[src/hdl/amp_ram.sv]
// generic single-port-write, single-port-read ram with registered read
module amp_ram #(
    parameter int WIDTH = 16,
    parameter int DEPTH = 256
) (
    input  logic                     clk,
    input  logic                     we,
    input  logic [$clog2(DEPTH)-1:0] waddr,
    input  logic [WIDTH-1:0]         wdata,
    input  logic                     re,
    input  logic [$clog2(DEPTH)-1:0] raddr,
    output logic [WIDTH-1:0]         rdata
);

    logic [WIDTH-1:0] mem [DEPTH];

    always_ff @(posedge clk)
    begin
        if (we)
        begin
            mem[waddr] <= wdata;
        end
        if (re)
        begin
            rdata <= mem[raddr];
        end
    end

endmodule
[config.mk]
export PLATFORM = sky130hd
export DESIGN_NAME = amp_ram
export DESIGN_NICKNAME = d
export VERILOG_FILES = /design/src/hdl/amp_ram.sv
export SDC_FILE = /design/constraint.sdc
export NUM_CORES = 2
export LEC_CHECK = 0
export ABC_AREA = 1
export BUFFER_PORTS_ARGS = -buffer_cell sky130_fd_sc_hd__buf_4
export CORE_MARGIN = 1.5
export CORE_UTILIZATION = 60
export DETAILED_ROUTE_END_ITERATION = 7
export GPL_ROUTABILITY_DRIVEN = 0
export PLACE_DENSITY_LB_ADDON = 0.1
export RECOVER_POWER = 100
export SETUP_SLACK_MARGIN = 0.5
export SYNTH_ARGS = -nofsm -noshare
export SYNTH_HDL_FRONTEND = slang
export SYNTH_SLANG_ARGS = --single-unit
[constraint.sdc]
create_clock -name clk -period 2.8 [get_ports clk]
set_clock_uncertainty 0.1 [all_clocks]
set_input_delay 0.14 -clock clk [delete_from_list [all_inputs] [get_ports clk]]
set_output_delay 0.14 -clock clk [all_outputs]
set_load 0.05 [all_outputs]
==> results.yml <==
layout:
  area_delta_synth_final_pct: 13.32
  fraction_of_layout_cells_with_a_size_suffix_above_1_pct: 10.23
  design_area_sq_um: 188000
  nNetsFinal: 14200
  post-route-util_pct: 68.51
  final_cell_mix: "4,196 x sky130_fd_sc_hd__nand2_1, 4,112 x sky130_fd_sc_hd__edfxtp_1, 4,012 x sky130_fd_sc_hd__nand3_1, 508 x sky130_fd_sc_hd__buf_4, 414 x sky130_fd_sc_hd__clkbuf_16"
  layout.cells.most_common: "sky130_fd_sc_hd__nand2_1"
timing:
  setup-tns-final_ps: 0
  final_period_minus_worst_setup_slack_ps: 2667
  worstMarginPinSlew_ps: 2741
  timing.final.setup_violations: 0
  unrepaired_setup_endpoints_after_global_routing: "yes"
  fin_crit_sh_pct: 95.24
  relSlewSlack_pct: -82.72
  maxSlewViolCount: 1332
  report.final.hold_viol_count: 0
  timing.final.ws_setup_ps: 133.1
  fmax_mhz: 375.0
floorplanning:
  initial_core_util_pct: 60.46
  core_sq_um: 274300
  floorplan.io_pins: 51
  dieWidth_um: 528.8
  dieArea_sq_um: 279600
  row_count: 192
  dieHeight_um: 528.8
logic_synthesis:
  postSynthRegisterBits: 4112
  yosys_warnings: 0
  synthesis.nets: 13650
  post_synth_main_area_contributors: "sky130_fd_sc_hd__edfxtp_1 74%, sky130_fd_sc_hd__nand3_1 12%, sky130_fd_sc_hd__nand2_1 9.5%"
  summed_instance_area_of_the_synthesized_netlist_sq_um: 165900
  synth_area_per_cell_sq_um: 12.18
  synth_largest_type_area_fraction_pct: 74.44
  netlist_instances: 13620
  seq_area_frac_synth_pct: 74.44
  netlist.top_cell.by_area: "sky130_fd_sc_hd__edfxtp_1"
  synthDistinctLibCells: 14
clock_network:
  postCtsSetupBuffers: 0
  cts-root-buf: "sky130_fd_sc_hd__clkbuf_16"
  clock_sinks: 4112
  cts_inserted_buffers: 407
  cts_tree: "yes"
  worst_skew_pair.late_latency_ps: 970
  worst_setup_hold_path_clk_slew_ps: 60
  cts_max_path_buffers: 4
  h-tree-depth: 5
detailed_routing:
  route.vias.total: 113600
  post-route-drc-count: 0
  drtAntennaViolNets: 0
  detailedRoute.firstPassIterationCount: 7
  wire_per_inst_um: 27.21
  drt_iter0_drc: 16020
  drt-vias-per-instance: 6.247
  routed_wirelength_um: 494800
outcome:
  violations_in_the_final_reports: "max-capacitance violations, max-slew violations"
  outcome: "finished, violations left"
placed_design:
  detailedPlace.worstSlack_ps: -514.3
  post-dp-hpwl_um: 298500
  place.port_buffers: 50
  dpl-instance-area_sq_um: 176200
critical_path:
  worstSetupEndpointType: "register"
  critical_path_arrival_ps: 3290
  worst_setup_path_start_kind: "input port"
  worstPathRequired_ps: 3420
  critPathMaxFanout: 68
  rr_worst_depth: 10
  criticalPathCategory: "in2reg"
power:
  peak_supply_drop_uv: 619.0
  total_leakage_power_nw: 66.46
  power.density_nw_per_um2: 688.2
grt:
  antenna_found_initial: 23
  grt.total_usage_pct: 35.19
  grt_pass1_vias: 108800
  grt-ovfl-total: 0
  maximum_number_of_pins_on_one_net_before_global_route_repair: 97
  grt_pass1_wl_um: 719700
hold_path:
  min_path_cells: 2
  worstHoldPathType: "in2reg"
run:
  drv.max_cap_violation_count: 32
## final timing paths
| check | start | end | slack [ps] |
|---|---|---|---|
| worst min-delay path | wdata[14] | mem[121][14] | 80 |
| worst min register to register | mem[210][9] | rdata[9] | 1010 |
| worst max-delay path | wdata[13] | mem[172][13] | 130 |
| worst max register to register | mem[143][1] | rdata[1] | 300 |
## through the flow
| step | power, mW | cells | hold slack, ps |
|---|---|---|---|
| 5_1_grt | 132.4 | 18180 | 81.32 |
| 3_3_place_gp | 77.89 | 17410 | 466.7 |
| 4_1_cts | 129.5 | 18170 | 26.59 |
| 3_5_place_dp | 78.03 | 17410 | 473.7 |
| 6_report | 129.3 | 18180 | 79.04 |
| 2_1_floorplan | 73.50 | 13620 | 138.9 |
## flip-flops by register name, summed over array words and instances (netlist names)
| register | cells |
|---|---|
| mem | 4096 |
| rdata | 16 |
## routing by layer
layer / track usage, % / part of all wire, %
met1: 48.42 / 37
met2: 53.72 / 45
met3: 7.125 / 12
met4: 17.99 / 5.7
met5: 0 / 0.023
## report_power, final
| group | leakage, nW | internal, mW | total (mW) | switching, mW |
|---|---|---|---|---|
| registers | 37.0 | 67.9 | 68.0 | 0.0923 |
| logic | 23.3 | 2.46 | 8.96 | 6.50 |
| clock network | 6.17 | 29.5 | 52.4 | 22.9 |
## logic make-up (layout without fill, tap and decap cells)
kind of cell | after synthesis | in the layout | share of synthesized area [%]
simple gates | 8529 | 8529 | 22.35
flops | 4112 | 4112 | 74.44
buf+inv | 976 | 1840 | 3.210
other cells | 0 | 16 | 0
## critical path: stages
cell                            delay, ps
sky130_fd_sc_hd__dlygate4sd3_1        520
sky130_fd_sc_hd__clkbuf_2            1700
sky130_fd_sc_hd__buf_4                560
## what timing repair did
action                                 4_1_cts  5_1_grt
hold buffers                                24        0
resized for setup                           14       26
endpoints found under the hold margin     4058        0
setup endpoints to repair                    8       27
pin swaps                                    0        3
## area by class of cell
class                      count  area (sq um)
multi-input combinational   8529         37270
clock buffer                 504         10700
timing repair buffer        1072          9722
tap                         3686          4612
antenna                       16         40.04
sequential                  4112        123500
fill                       19410         86390
clock inverter               225          1933
inverter                      39         198.9
## cell usage after synthesis
cell type                  instances
sky130_fd_sc_hd__inv_4             2
sky130_fd_sc_hd__buf_4           163
sky130_fd_sc_hd__buf_12            1
sky130_fd_sc_hd__nor2_1          283
sky130_fd_sc_hd__inv_1            35
sky130_fd_sc_hd__buf_8             1
sky130_fd_sc_hd__inv_2             2
sky130_fd_sc_hd__buf_2           495
sky130_fd_sc_hd__nand2_1        4211
sky130_fd_sc_hd__edfxtp_1       4112
sky130_fd_sc_hd__clkbuf_1        154
sky130_fd_sc_hd__nand3_1        4035
sky130_fd_sc_hd__buf_6            53
sky130_fd_sc_hd__buf_1            70
Power figures use the tool's default switching activity.
